### src/hw/rtl/kplc_pkg.sv
package kplc_pkg;

   localparam int IdCount = 5;

   typedef enum logic [1:0] {
      STAT_ENTERING = 2'd0,
      STAT_GRANTED  = 2'd1,
      STAT_DENIED   = 2'd2,
      STAT_LOCKED   = 2'd3
   } status_type;

   localparam logic       CMD_KEY  = 1'b0;
   localparam logic       CMD_TICK = 1'b1;

   localparam logic [3:0] KEY_LAST_DIGIT = 4'd9;
   localparam logic [3:0] KEY_DELETE     = 4'd13;
   localparam logic [3:0] KEY_ENTER      = 4'd15;

   localparam logic [2:0] CSR_ID_ZERO    = 3'd0;
   localparam logic [2:0] CSR_ID_ONE     = 3'd1;
   localparam logic [2:0] CSR_ID_TWO     = 3'd2;
   localparam logic [2:0] CSR_ID_THREE   = 3'd3;
   localparam logic [2:0] CSR_ID_FOUR    = 3'd4;
   localparam logic [2:0] CSR_LOCKOUT_MS = 3'd5;
   localparam logic [2:0] CSR_FAIL_LIMIT = 3'd6;

   localparam logic [2:0] ENTRY_MAX = 3'd4;
   localparam logic [2:0] FAIL_MAX  = 3'd7;

   typedef logic [IdCount-1:0][15:0] id_set_type;

   localparam id_set_type ID_RESET = {16'h1122, 16'h0987, 16'h5432, 16'h6789, 16'h1234};
   localparam logic [15:0] LOCKOUT_RESET    = 16'd15000;
   localparam logic [2:0]  FAIL_LIMIT_RESET = 3'd3;

   // ceil(ms / 1000) = floor((ms + 999) * 134218 / 2**27) for ms below 2**17
   localparam logic [16:0] MS_ROUND_UP = 17'd999;
   localparam logic [17:0] SEC_RECIP   = 18'd134218;
   localparam int          SecShift    = 27;

   typedef struct packed {
      id_set_type  ids;
      logic [15:0] lockout_ms;
      logic [2:0]  fail_limit;
   } cfg_type;

   typedef struct packed {
      status_type  status;
      logic [2:0]  user_index;
      logic [2:0]  entry_length;
      logic [16:0] rem_up;
      logic [2:0]  fail_total;
   } step_result_type;

endpackage

### src/hw/rtl/kplc_core.sv
module kplc_core import kplc_pkg::*; (
   input  logic            clock,
   input  logic            reset,
   input  cfg_type         cfg,
   input  logic            item_valid,
   output logic            item_ready,
   input  logic            item_cmd,
   input  logic [3:0]      item_key,
   output logic            res_valid,
   input  logic            res_ready,
   output step_result_type res
);

   logic            locked_ff, locked_in;
   logic [15:0]     digits_ff, digits_in;
   logic [2:0]      count_ff, count_in;
   logic [2:0]      fails_ff, fails_in;
   logic [15:0]     elapsed_ff, elapsed_in;
   logic            res_valid_ff;
   step_result_type res_ff, res_in;

   logic            fire;
   logic            hit;
   logic [2:0]      hit_index;
   logic [15:0]     elapsed_inc;
   logic [2:0]      fails_inc;
   status_type      status_in;

   assign item_ready = !res_valid_ff || res_ready;
   assign fire       = item_valid && item_ready;
   assign res_valid  = res_valid_ff;
   assign res        = res_ff;

   always_comb begin
      hit       = 1'b0;
      hit_index = 3'd0;
      for (int i = IdCount - 1; i >= 0; i--) begin
         if (cfg.ids[i] == digits_ff) begin
            hit       = 1'b1;
            hit_index = 3'(i);
         end
      end
      if (count_ff != ENTRY_MAX) begin
         hit = 1'b0;
      end
   end

   assign elapsed_inc = (elapsed_ff == 16'hFFFF) ? elapsed_ff : elapsed_ff + 16'd1;
   assign fails_inc   = (fails_ff == FAIL_MAX) ? fails_ff : fails_ff + 3'd1;

   always_comb begin
      locked_in  = locked_ff;
      digits_in  = digits_ff;
      count_in   = count_ff;
      fails_in   = fails_ff;
      elapsed_in = elapsed_ff;
      status_in  = STAT_ENTERING;
      res_in     = '0;
      if (item_cmd == CMD_TICK) begin
         if (locked_ff) begin
            elapsed_in = elapsed_inc;
            if (elapsed_inc >= cfg.lockout_ms) begin
               locked_in = 1'b0;
               fails_in  = 3'd0;
               digits_in = 16'd0;
               count_in  = 3'd0;
            end
         end
      end else if (!locked_ff) begin
         if (item_key <= KEY_LAST_DIGIT) begin
            if (count_ff < ENTRY_MAX) begin
               digits_in = {digits_ff[11:0], item_key};
               count_in  = count_ff + 3'd1;
            end
         end else if (item_key == KEY_DELETE) begin
            if (count_ff != 3'd0) begin
               digits_in = {4'd0, digits_ff[15:4]};
               count_in  = count_ff - 3'd1;
            end
         end else if (item_key == KEY_ENTER) begin
            digits_in = 16'd0;
            count_in  = 3'd0;
            if (hit) begin
               fails_in          = 3'd0;
               status_in         = STAT_GRANTED;
               res_in.user_index = hit_index;
            end else begin
               fails_in = fails_inc;
               if (fails_inc >= cfg.fail_limit) begin
                  locked_in  = 1'b1;
                  elapsed_in = 16'd0;
               end else begin
                  status_in = STAT_DENIED;
               end
            end
         end
      end
      if (locked_in) begin
         status_in = STAT_LOCKED;
      end
      res_in.status       = status_in;
      res_in.entry_length = count_in;
      res_in.fail_total   = fails_in;
      if (locked_in && (elapsed_in < cfg.lockout_ms)) begin
         res_in.rem_up = {1'b0, cfg.lockout_ms - elapsed_in} + MS_ROUND_UP;
      end
   end

   always_ff @(posedge clock) begin
      if (reset) begin
         locked_ff    <= 1'b0;
         digits_ff    <= 16'd0;
         count_ff     <= 3'd0;
         fails_ff     <= 3'd0;
         elapsed_ff   <= 16'd0;
         res_valid_ff <= 1'b0;
      end else begin
         if (fire) begin
            locked_ff  <= locked_in;
            digits_ff  <= digits_in;
            count_ff   <= count_in;
            fails_ff   <= fails_in;
            elapsed_ff <= elapsed_in;
         end
         if (fire) begin
            res_valid_ff <= 1'b1;
         end else if (res_ready) begin
            res_valid_ff <= 1'b0;
         end
      end
   end

   always_ff @(posedge clock) begin
      if (fire) begin
         res_ff <= res_in;
      end
   end

   a_count_range: assert property (@(posedge clock) disable iff (reset)
      count_ff <= ENTRY_MAX)
      else $error("entry count above four");

   a_locked_empty: assert property (@(posedge clock) disable iff (reset)
      locked_ff |-> (count_ff == 3'd0))
      else $error("digits held while locked");

   a_grant_clears: assert property (@(posedge clock) disable iff (reset)
      (res_valid_ff && res_ff.status == STAT_GRANTED) |-> (res_ff.fail_total == 3'd0))
      else $error("granted word with nonzero fail count");

endmodule

### src/hw/rtl/kplc_out.sv
module kplc_out import kplc_pkg::*; (
   input  logic            clock,
   input  logic            reset,
   input  logic            res_valid,
   output logic            res_ready,
   input  step_result_type res,
   output logic            rsp_tvalid,
   input  logic            rsp_tready,
   output logic [15:0]     rsp_tdata,
   output logic [1:0]      rsp_tuser
);

   logic        valid_ff;
   logic [15:0] data_ff, data_in;
   logic [1:0]  user_ff;
   logic [34:0] product;
   logic [6:0]  seconds;
   logic        fire;

   assign res_ready  = !valid_ff || rsp_tready;
   assign fire       = res_valid && res_ready;
   assign rsp_tvalid = valid_ff;
   assign rsp_tdata  = data_ff;
   assign rsp_tuser  = user_ff;

   assign product = 35'(res.rem_up) * 35'(SEC_RECIP);
   assign seconds = product[SecShift +: 7];
   assign data_in = {res.fail_total, seconds, res.entry_length, res.user_index};

   always_ff @(posedge clock) begin
      if (reset) begin
         valid_ff <= 1'b0;
      end else if (fire) begin
         valid_ff <= 1'b1;
      end else if (rsp_tready) begin
         valid_ff <= 1'b0;
      end
   end

   always_ff @(posedge clock) begin
      if (fire) begin
         data_ff <= data_in;
         user_ff <= res.status;
      end
   end

   a_secs_locked: assert property (@(posedge clock) disable iff (reset)
      (valid_ff && data_ff[12:6] != 7'd0) |-> (user_ff == STAT_LOCKED))
      else $error("seconds left while not locked");

   a_secs_range: assert property (@(posedge clock) disable iff (reset)
      valid_ff |-> (data_ff[12:6] <= 7'd66))
      else $error("seconds left out of range");

endmodule

### src/hw/rtl/keypad_pin_lock_controller_top.sv
// Each request word passes the input, step and output registers in order.
// Throughput: one request word per cycle while rsp_tready is high; the
// step logic and the seconds divider (reciprocal multiply) are registered.
// Configuration writes are registered and csr_ready is always high.
// Synchronous active-high reset: lock open, entry empty, fail count zero,
// registers at their default IDs, 15000 ms lockout, limit of three.
module keypad_pin_lock_controller_top import kplc_pkg::*; (
   input  logic        clock,
   input  logic        reset,
   input  logic        req_tvalid,
   output logic        req_tready,
   input  logic [7:0]  req_tdata,   // key_code[3:0], zero [7:4]
   input  logic        req_tuser,   // cmd[0]
   output logic        rsp_tvalid,
   input  logic        rsp_tready,
   output logic [15:0] rsp_tdata,   // user_index[2:0], entry_length[5:3],
                                    // seconds_left[12:6], fail_total[15:13]
   output logic [1:0]  rsp_tuser,   // status[1:0]
   input  logic        csr_valid,
   output logic        csr_ready,
   input  logic [2:0]  csr_index,
   input  logic [15:0] csr_data
);

   cfg_type         cfg_ff;
   logic            in_valid_ff;
   logic            in_cmd_ff;
   logic [3:0]      in_key_ff;
   logic            core_ready;
   logic            res_valid;
   logic            res_ready;
   step_result_type res;

   assign csr_ready  = 1'b1;
   assign req_tready = !in_valid_ff || core_ready;

   always_ff @(posedge clock) begin
      if (reset) begin
         cfg_ff.ids        <= ID_RESET;
         cfg_ff.lockout_ms <= LOCKOUT_RESET;
         cfg_ff.fail_limit <= FAIL_LIMIT_RESET;
      end else if (csr_valid) begin
         case (csr_index)
            CSR_ID_ZERO:    cfg_ff.ids[0]     <= csr_data;
            CSR_ID_ONE:     cfg_ff.ids[1]     <= csr_data;
            CSR_ID_TWO:     cfg_ff.ids[2]     <= csr_data;
            CSR_ID_THREE:   cfg_ff.ids[3]     <= csr_data;
            CSR_ID_FOUR:    cfg_ff.ids[4]     <= csr_data;
            CSR_LOCKOUT_MS: cfg_ff.lockout_ms <= csr_data;
            CSR_FAIL_LIMIT: cfg_ff.fail_limit <= csr_data[2:0];
            default:        cfg_ff.fail_limit <= cfg_ff.fail_limit;
         endcase
      end
   end

   always_ff @(posedge clock) begin
      if (reset) begin
         in_valid_ff <= 1'b0;
      end else if (req_tready) begin
         in_valid_ff <= req_tvalid;
      end
   end

   always_ff @(posedge clock) begin
      if (req_tvalid && req_tready) begin
         in_cmd_ff <= req_tuser;
         in_key_ff <= req_tdata[3:0];
      end
   end

   kplc_core u_core (
      .clock      (clock),
      .reset      (reset),
      .cfg        (cfg_ff),
      .item_valid (in_valid_ff),
      .item_ready (core_ready),
      .item_cmd   (in_cmd_ff),
      .item_key   (in_key_ff),
      .res_valid  (res_valid),
      .res_ready  (res_ready),
      .res        (res)
   );

   kplc_out u_out (
      .clock      (clock),
      .reset      (reset),
      .res_valid  (res_valid),
      .res_ready  (res_ready),
      .res        (res),
      .rsp_tvalid (rsp_tvalid),
      .rsp_tready (rsp_tready),
      .rsp_tdata  (rsp_tdata),
      .rsp_tuser  (rsp_tuser)
   );

endmodule
### config.mk
export PLATFORM = sky130hd
export DESIGN_NAME = keypad_pin_lock_controller_top
export DESIGN_NICKNAME = d
export VERILOG_FILES = /design/src/hw/rtl/kplc_pkg.sv /design/src/hw/rtl/kplc_core.sv /design/src/hw/rtl/kplc_out.sv /design/src/hw/rtl/keypad_pin_lock_controller_top.sv
export SDC_FILE = /design/constraint.sdc
export NUM_CORES = 1
export LEC_CHECK = 0
export CAP_MARGIN = 20
export CORE_MARGIN = 2
export CORE_UTILIZATION = 55
export CTS_BUF_LIST = sky130_fd_sc_hd__clkbuf_16
export CTS_CLUSTER_DIAMETER = 150
export DETAILED_ROUTE_END_ITERATION = 8
export DONT_BUFFER_PORTS = 1
export PLACE_DENSITY = 0.7
export SYNTH_ARGS = -nofsm -noshare
export SYNTH_HDL_FRONTEND = slang
export SYNTH_SLANG_ARGS = --single-unit
### constraint.sdc
create_clock -name clock -period 6.8 [get_ports clock]
set_input_delay 1.7 -clock clock [delete_from_list [all_inputs] [get_ports clock]]
set_output_delay 1.7 -clock clock [all_outputs]
set_load 0.02 [all_outputs]
Yosys cells after proc, flatten, opt, wreduce, memory -nomap -nowiden
Cells that the tools add are included.
{ "classes": {"n_addsub": 6, "multipliers": 1, "n_lt_le_gt_ge": 5, "n_eq_ne": 21, "n_mux": 66, "n_bitwise": 2, "n_reduce_logical": 26} }
{ "op_table": {"columns": ["op", "n"], "rows": [
  ["2-to-1 mux 16 bit", 18],
  ["equality test 16 bit", 5],
  ["2-to-1 mux 3 bit", 19],
  ["multiplier 17 x 17 -> 33 bit (second input constant)", 1],
  ["2-to-1 mux 1 bit", 20],
  ["2-to-1 mux 2 bit", 9],
  ["adder 16 x 10 -> 17 bit (second input constant)", 1],
  ["adder 16 x 1 -> 16 bit (second input constant)", 1],
  ["equality test 16 bit (second input constant)", 1],
  [">= comparator 16 bit", 1],
  ["less-than comparator 16 bit", 1],
  ["subtractor 16 bit", 1],
  ["AND reduction 2 bit", 7],
  ["equality test 3 bit (second input constant)", 4],
  ["OR reduction 10 bit", 1],
  ["equality test 4 bit (second input constant)", 2],
  ["OR reduction 8 bit", 1],
  ["AND reduction 7 bit", 1],
  ["OR reduction 7 bit", 1],
  ["adder 3 x 1 -> 3 bit (second input constant)", 2],
  ["equality test 3 x 2 -> 1 bit (second input constant)", 2],
  ["!= test 3 bit (second input constant)", 2],
  ["less-or-equal comparator 4 bit (second input constant)", 1],
  ["logical AND 1 bit", 4],
  ["other kinds (14)", 21]
]} }
{ "totals": {"reg_bits": 192, "input_bits": 33, "output_inout_bits": 21, "wordCells": 153} }

Longest topological paths before layout
Gate-level depths: netlist of the first run.
{ "depth": {"depth_word": 15, "depth_mapped": 27, "mapped_depth_nobuf": 25} }

Modules after synthesis
From an unflattened synthesis of the first run, not the netlist that was laid out.
{ "hier_totals": {"hier_cells": 1578, "area_unflattened_um2": 14689.1} }
{ "by_module_without_submodules": {"columns": ["module", "n_inst", "cells_each", "area_each_um2", "seq_area_each_um2"], "rows": [
  ["kplc_core", 1, 790, 6434.9, 1641.6],
  ["kplc_out", 1, 414, 4171.5, 560.5],
  ["keypad_pin_lock_controller_top", 1, 374, 4082.7, 2152.1]
]} }

Least setup slack after synthesis of the first run
Ideal clock, no wire load.
{ "synth_path": {"path_type": "reg2reg", "start": "reg u_core.fails_ff[0]", "end": "reg u_core.res_ff (netlist bit u_core.res[17]) (data pin)", "setup_time_ns": 0.257, "arrival_ns": 5.324, "required_time_ns": 6.543, "setup_slack_ns": 1.219, "path_stages_with_launch": 27, "n_path_buf": 2, "synth_period_minus_slack_ns": 5.581, "cell_sequence": "dfxtp_1 ha_1 nand2_1 mux2i_1 inv_1 ha_1 a21o_1 a21o_1 a31oi_1 o21a_1 clkbuf_1 a22oi_1 ha_1 nor2b_1 o21a_1 o21a_1 or2_2 a2111oi_0 or4_1 buf_6 a211oi_2 or3_4 a2111oi_4 nand3b_2 nor3b_2 xnor2_1 nor2_1"} }
{ "synth_between": {"elab_chain_cells": 12, "elab_cells_between_ends": 22, "cone_classes": "add/sub (3); order compare (2); eq/ne (1); mux (15); reduce/logical (1)"} }
{ "synth_rtl": {"columns": ["element", "line_no", "text"], "rows": [
  ["start: declaration", "kplc_core.sv:17", "logic [2:0] fails_ff, fails_in;"],
  ["start signal: assignment", "kplc_core.sv:122", "fails_ff <= fails_in;"],
  ["adder 3 x 1 -> 3 bit / equality test 3 bit (equally long branches)", "kplc_core.sv:49", "assign fails_inc = (fails_ff == FAIL_MAX) ? fails_ff : fails_ff + 3'd1;"],
  ["2-to-1 mux 3 bit *", "kplc_core.sv:49", null],
  [">= comparator 3 bit *", "kplc_core.sv:89", "if (fails_inc >= cfg.fail_limit) begin"],
  ["2-to-1 mux 16 bit", "kplc_core.sv:89", null],
  ["2-to-1 mux 16 bit", "kplc_core.sv:83", "if (hit) begin"],
  ["2-to-1 mux 16 bit", "kplc_core.sv:80", "end else if (item_key == KEY_ENTER) begin"],
  ["2-to-1 mux 16 bit", "kplc_core.sv:75", "end else if (item_key == KEY_DELETE) begin"],
  ["2-to-1 mux 16 bit", "kplc_core.sv:70", "if (item_key <= KEY_LAST_DIGIT) begin"],
  ["2-to-1 mux 16 bit", "kplc_core.sv:69", "end else if (!locked_ff) begin"],
  ["2-to-1 mux 16 bit", "kplc_core.sv:59", "if (item_cmd == CMD_TICK) begin"],
  ["subtractor 16 bit / less-than comparator 16 bit (equally long branches)", "kplc_core.sv:105, kplc_core.sv:104", null],
  ["adder 16 x 10 -> 17 bit / logical AND 1 bit (equally long branches)", "kplc_core.sv:105, kplc_core.sv:104", null],
  ["end signal: assignment", "kplc_core.sv:135", "res_ff <= res_in;"],
  ["end: declaration", "kplc_core.sv:20", "step_result_type res_ff, res_in;"]
]} }
Every way passes the cells marked *; elsewhere a longest branch is shown, timed or not.
A chain may end at the register's enable or synchronous reset.

Final worst setup path of the first run
Same ends and word-level chain as after synthesis.

==> impl_metrics.yaml, run 1 <==
yosys:
  avgSynthCellArea_um2: 8.838
  ys_warn_count: 0
  yosysTopAreaCell: "dfxtp_1"
  syn_nets: 1843
  synth-main-ff-cell: "dfxtp_1"
  ys_seq_elements: 192
  netlist.area_leader.share: 0.2007
  syn-cell-area_um2: 14060
  synth-edff-count: 51
  synth.distinct_cells: 87
  synthTopCellsByArea: "dfxtp_1, ha_1, edfxtp_1, nand2_1, fa_1"
  async_reset_ff_frac: 0
  yosysMostFrequentCell: "nand2_1"
  seq_area_frac_synth: 0.3097
  synthCells: 1591
  synth_common_cells: "nand2_1, ha_1, inv_1"
global_routing:
  grt.total_usage: 0.2562
  grt_start_max_net_pins: 142
  grt_antenna_before_repair: 0
  grt_first_pass_wirelength_mm: 53.61
  overflow: 0
  grt_pass1_vias: 10340
clock_tree:
  path_clk_slew_ns: 0.08
  cts_hold_buf: 0
  cts_htree_levels: 4
  cts_tree: "built"
  cts_sinks: 192
  cts_resized: 0
  cts_buffers: 17
  clockBufferDepth: 2
  cts_setup_buffers: 0
  clkLatencyLatePin_ns: 0.45
  cts_root_buf: "clkbuf_16"
floorplan:
  rows: 58
  die_x_um: 163.9
  die_h_um: 163.9
  start_util: 0.5600
  io_pins: 54
  core_um2: 25110
  die_area_um2: 26860
sta:
  clock-skew-final_ns: 0.01856
  final-setup-viol-count: 0
  finalCriticalPeriod_ns: 6.145
  finalCritPeriodShare: 0.9036
  fin_ws_ns: 0.6553
  max_slew_margin: 0.3163
  slew_violations: 0
  grt_setup_unrepaired: "false"
  tns_ns: 0
  hold_viol_final: 0
  max_freq_mhz: 162.7
  tightest_slew_ns: 1.022
drt:
  vias: 10970
  drt_iter0_drc: 880
  wl_per_cell_um: 17.95
  via_per_inst: 5.787
  route.detailed.drc: 0
  wl_mm: 34.03
  first_pass_iters: 6
  detail-route-antenna-nets: 0
placement:
  hpwl_mm: 25.09
  port_buffers: 0
  place_inst: 1861
  dp_slack_ns: 0.7449
  globalplace.congestion: 0.9014
layout:
  instances_no_fill: 1896
  drive_gt1_frac: 0.05683
  fin_nets: 1805
  n_antenna_cell: 0
  syn2layout_area_growth_pct: 5.526
worst_setup_path:
  critical_path_class: "reg2reg"
  end_kind: "flip-flop"
  cp.required_ns: 6.97
  cp.arrival_ns: 6.32
  start_kind: "flip-flop"
  cp_max_fo: 7
run:
  cap_violations: 0
power_and_ir_drop:
  peakVddDrop_v: 0.0001446
  power_leakage_nw: 6.396
  power.density_nw_per_um2: 201.2
min_path:
  holdCritPathClass: "reg2reg"
status:
  status: "complete, no violations"
kinds of logic (layout without fill, tap and decap cells):
kind of cell	count (synthesis)	count (layout)	share of synthesized area
buf+inv	220	195	0.06763
flops	192	192	0.3097
xor+xnor	117	117	0.07493
compound gates	280	280	0.1302
other cells	1	1	0.0002667
simple gates	553	553	0.1929
mux	8	8	0.005873
fa+ha+maj	220	220	0.2185
sequential cells by signal, summed over array words and instances (netlist names):
name and flops:
u_core.elapsed_ff 16, in_key_ff 4, u_core.digits_ff 16, cfg_ff 99
u_core.res 28, u_out.rsp_tdata 16, u_core.res_valid 1, u_core.fails_ff 3
u_core.locked_ff 1, u_out.rsp_tvalid 1, u_out.rsp_tuser 2, in_cmd_ff 1
u_core.count_ff 3, in_valid_ff 1
worst max-delay path: stages (launching register included):
cell,delay [ns]
dfxtp_1,0.45
ha_1,0.24
nand2_1,0.12
mux2i_1,0.26
inv_1,0.07
ha_1,0.27
a21o_1,0.16
a21o_1,0.24
a31oi_1,0.18
o21a_1,0.33
a22oi_1,0.21
ha_1,0.33
nor2b_1,0.13
o21a_1,0.18
o21a_1,0.21
or2_2,0.32
a2111oi_0,0.33
or4_1,0.32
a211oi_2,0.10
or3_4,0.41
a2111oi_4,0.44
nand3b_2,0.18
nor3b_2,0.19
xnor2_1,0.14
nor2_1,0.05
power by group:
group	switching (mW)	leakage, nW	internal (mW)
sequential	0.0576	1.63	1.21
clock	0.547	0.301	0.512
combinational	0.367	4.46	0.290
total	0.971	6.40	2.01
cells in the final DEF, fill, tap and decap left out, drive strengths merged, types with 20 or more instances in the layout:
cell	instances
xnor2	72
a211oi	26
fa	43
a21oi	122
nand3b	40
xor2	44
nor3	22
o21ai	30
edfxtp	51
a22oi	20
nor2	98
inv	158
nand2	256
nand3	26
nand4	27
dfxtp	141
ha	176
stage by stage:
stage	hold WS [ns]	cell area, um^2	total power, mW	utilization
floorplan	0.4003	14060	1.806	-
CTS	0.4181	14800	2.992	0.5892
global placement	0.4031	14180	1.923	0.5646
global route	0.4206	14840	3.137	0.5909
detailed placement	0.4054	14180	1.946	0.5646
finish	0.4106	14840	2.985	0.5909
cell type report:
cell class / count / area (um^2)
repair buffers: 16 / 140.1
inverters: 147 / 551.8
fillers: 2166 / 10270
clock buffers: 17 / 425.4
multi-input cells: 1179 / 8760
flip-flops and latches: 192 / 4354
clock inverters: 15 / 193.9
well taps: 330 / 412.9
routing by layer:
layer,vias up,track usage,share of wire,routed length (um)
met2,338,0.3948,0.44,15140
li1,5367,-,-,-
met4,0,0.07815,0.022,743
met1,5208,0.3706,0.47,15870
met5,-,0,0,0
met3,59,0.03965,0.067,2275
final timing paths:
kind	startpoint	end	slack (ns)	cells after the start
setup / recovery	u_core.fails_ff[0]	u_core.res[17]	0.66	24
hold / removal	u_core.res[2]	u_out.rsp_tdata[15]	0.41	0
setup reg to reg	u_core.fails_ff[0]	u_core.res[17]	0.66	24
hold reg to reg	u_core.res[2]	u_out.rsp_tdata[15]	0.41	0
Note: power is estimated with default switching activity, not from simulation.
==> inputs of run 2 (changes only) <==
Settings changed: PLACE_DENSITY 0.7 to 0.82.
==> impl_metrics.yaml, run 2 (synthesis results as in run 1) <==
layout:
  layout_commonest_cell: "nand2_1"
  fin_nets: 1803
  n_antenna_cell: 0
  final_cell_mix: "nand2_1, ha_1, inv_1"
  largest-register: "cfg_ff"
  utilization: 0.5897
  drive_gt1_frac: 0.05563
  largest_register_ffs: 99
  syn2layout_area_growth_pct: 5.303
drt:
  detail-route-antenna-nets: 0
  vias: 11280
  route.detailed.drc: 1
  wl_per_cell_um: 17.88
  wl_mm: 33.87
  via_per_inst: 5.957
  drt_iter0_drc: 1283
  first_pass_iters: 9
sta:
  max_freq_mhz: 159.1
  fin_ws_ns: 0.5141
  tightest_slew_ns: 0.9990
  hold_viol_final: 0
  slew_violations: 0
  finalCriticalPeriod_ns: 6.286
  final-setup-viol-count: 0
  grt_setup_unrepaired: "false"
  clock-skew-final_ns: 0.01883
  whs_ns: 0.4259
  finalCritPeriodShare: 0.9244
  tns_ns: 0
  max_slew_margin: 0.3284
placement:
  port_buffers: 0
  hpwl_mm: 24.89
  globalplace.congestion: 0.9270
  dp_slack_ns: 0.6167
floorplan:
  die_x_um: 163.9
  core_um2: 25110
  io_pins: 54
  rows: 58
  die_h_um: 163.9
  die_area_um2: 26860
  start_util: 0.5600
worst_setup_path:
  max_stage_delay_ns: 0.48
  cp_max_fo: 8
  start_kind: "flip-flop"
  end_kind: "flip-flop"
  r2r_slack_ns: 0.51
  r2r-end: "u_core.res[17]"
  critical_path_class: "reg2reg"
  r2r-start: "u_core.fails_ff[0]"
  cp.arrival_ns: 6.47
  path_cells: "ha_1 > nand2_1 > mux2i_1 > inv_1 > ha_1 > a21o_1 > a21o_1 > a31oi_1 > o21a_1 > buf_4 > a22oi_1 > ha_1 > o21a_1 > o21a_1 > or2_2 > a2111oi_0 > or4_1 > a211oi_2 > or3_4 > a2111oi_4 > nand3b_2 > nor3b_2 > xnor2_1 > nor2_1"
  cp.required_ns: 6.98
  cpMaxStageDelayCell: "dfxtp_1"
  ff2ff_path_depth: 24
run:
  cap_violations: 0
global_routing:
  grt_first_pass_wirelength_mm: 53.99
  grt_antenna_before_repair: 0
  grt_pass1_vias: 10860
  grt.total_usage: 0.2562
  overflow: 0
  grt_start_max_net_pins: 142
power_and_ir_drop:
  power.density_nw_per_um2: 199.2
  power_leakage_nw: 6.380
  peakVddDrop_v: 0.0001779
min_path:
  hold_end: "u_out.rsp_tuser[0]"
  holdCritPathClass: "reg2reg"
  worstHoldPathCells: 0
  min_from: "u_core.res[26]"
clock_tree:
  cts_htree_levels: 4
  cts_buffers: 17
  clkLatencyLatePin_ns: 0.45
  cts_tree: "built"
  path_clk_slew_ns: 0.08
  clockBufferDepth: 2
  cts_hold_buf: 0
  cts_root_buf: "clkbuf_16"
  cts_resized: 0
  cts_sinks: 192
  cts_setup_buffers: 0
status:
  status: "complete, but fails checks"
  failed_checks: "design-rule violations"
[run 2: cell count changes in the layout (fill, tap and decap cells not counted), sizes merged]
| cell | before | now |
|---|---|---|
| inv | 158 | 154 |
| clkinv | 4 | 8 |
| buf | 16 | 14 |
[run 2: worst max-delay path, delay by kind of cell, from the launching register on]
family	cells	cell delay, ns
xor gates and xnor gates	1	0.18
DFF	1	0.48
muxes	1	0.29
adders and majority gates	3	0.89
and+or+nand+nor	7	1.62
buffers and inverters	2	0.31
AOI/OAI and AO/OA	10	2.24
[run 2: how the worst max path moves through the flow]
stage / start / endpoint / depth (start not counted)
global placement: u_core.fails_ff[0] / u_core.res[17] / 24
global route: u_core.fails_ff[0] / u_core.res[17] / 24
CTS: u_core.fails_ff[0] / u_core.res[17] / 24
detailed placement: u_core.fails_ff[0] / u_core.res[17] / 24
finish: u_core.fails_ff[0] / u_core.res[17] / 24
floorplan: u_core.fails_ff[0] / u_core.res[17] / 26
[run 2: cell type report]
class | instances | area, um^2
repair buffers | 14 | 112.6
well taps | 330 | 412.9
multi-input cells | 1179 | 8760
inverters | 147 | 551.8
clock buffers | 17 | 425.4
fillers | 2069 | 10300
flip-flops and latches | 192 | 4354
clock inverters | 15 | 190.2
[run 2: where the power goes]
group / switching [mW] / internal, mW
clock network: 0.518 / 0.504
logic: 0.368 / 0.289
registers: 0.0581 / 1.21
total: 0.944 / 2.01
[run 2: stage by stage]
step / cells / total power [mW] / cell area, um^2
after floorplan: 1591 / 1.806 / 14060
after global placement: 1859 / 1.911 / 14160
after detailed placement: 1859 / 1.943 / 14160
after CTS: 1891 / 2.955 / 14780
after global routing: 1894 / 3.104 / 14810
final: 1894 / 2.949 / 14810
[run 2: layer usage]
metal / GRT usage / wire length, um
met2: 0.4154 / 15590
met4: 0.08573 / 1008
met1: 0.3338 / 14260
met3: 0.06540 / 3009
met5: 0 / 0
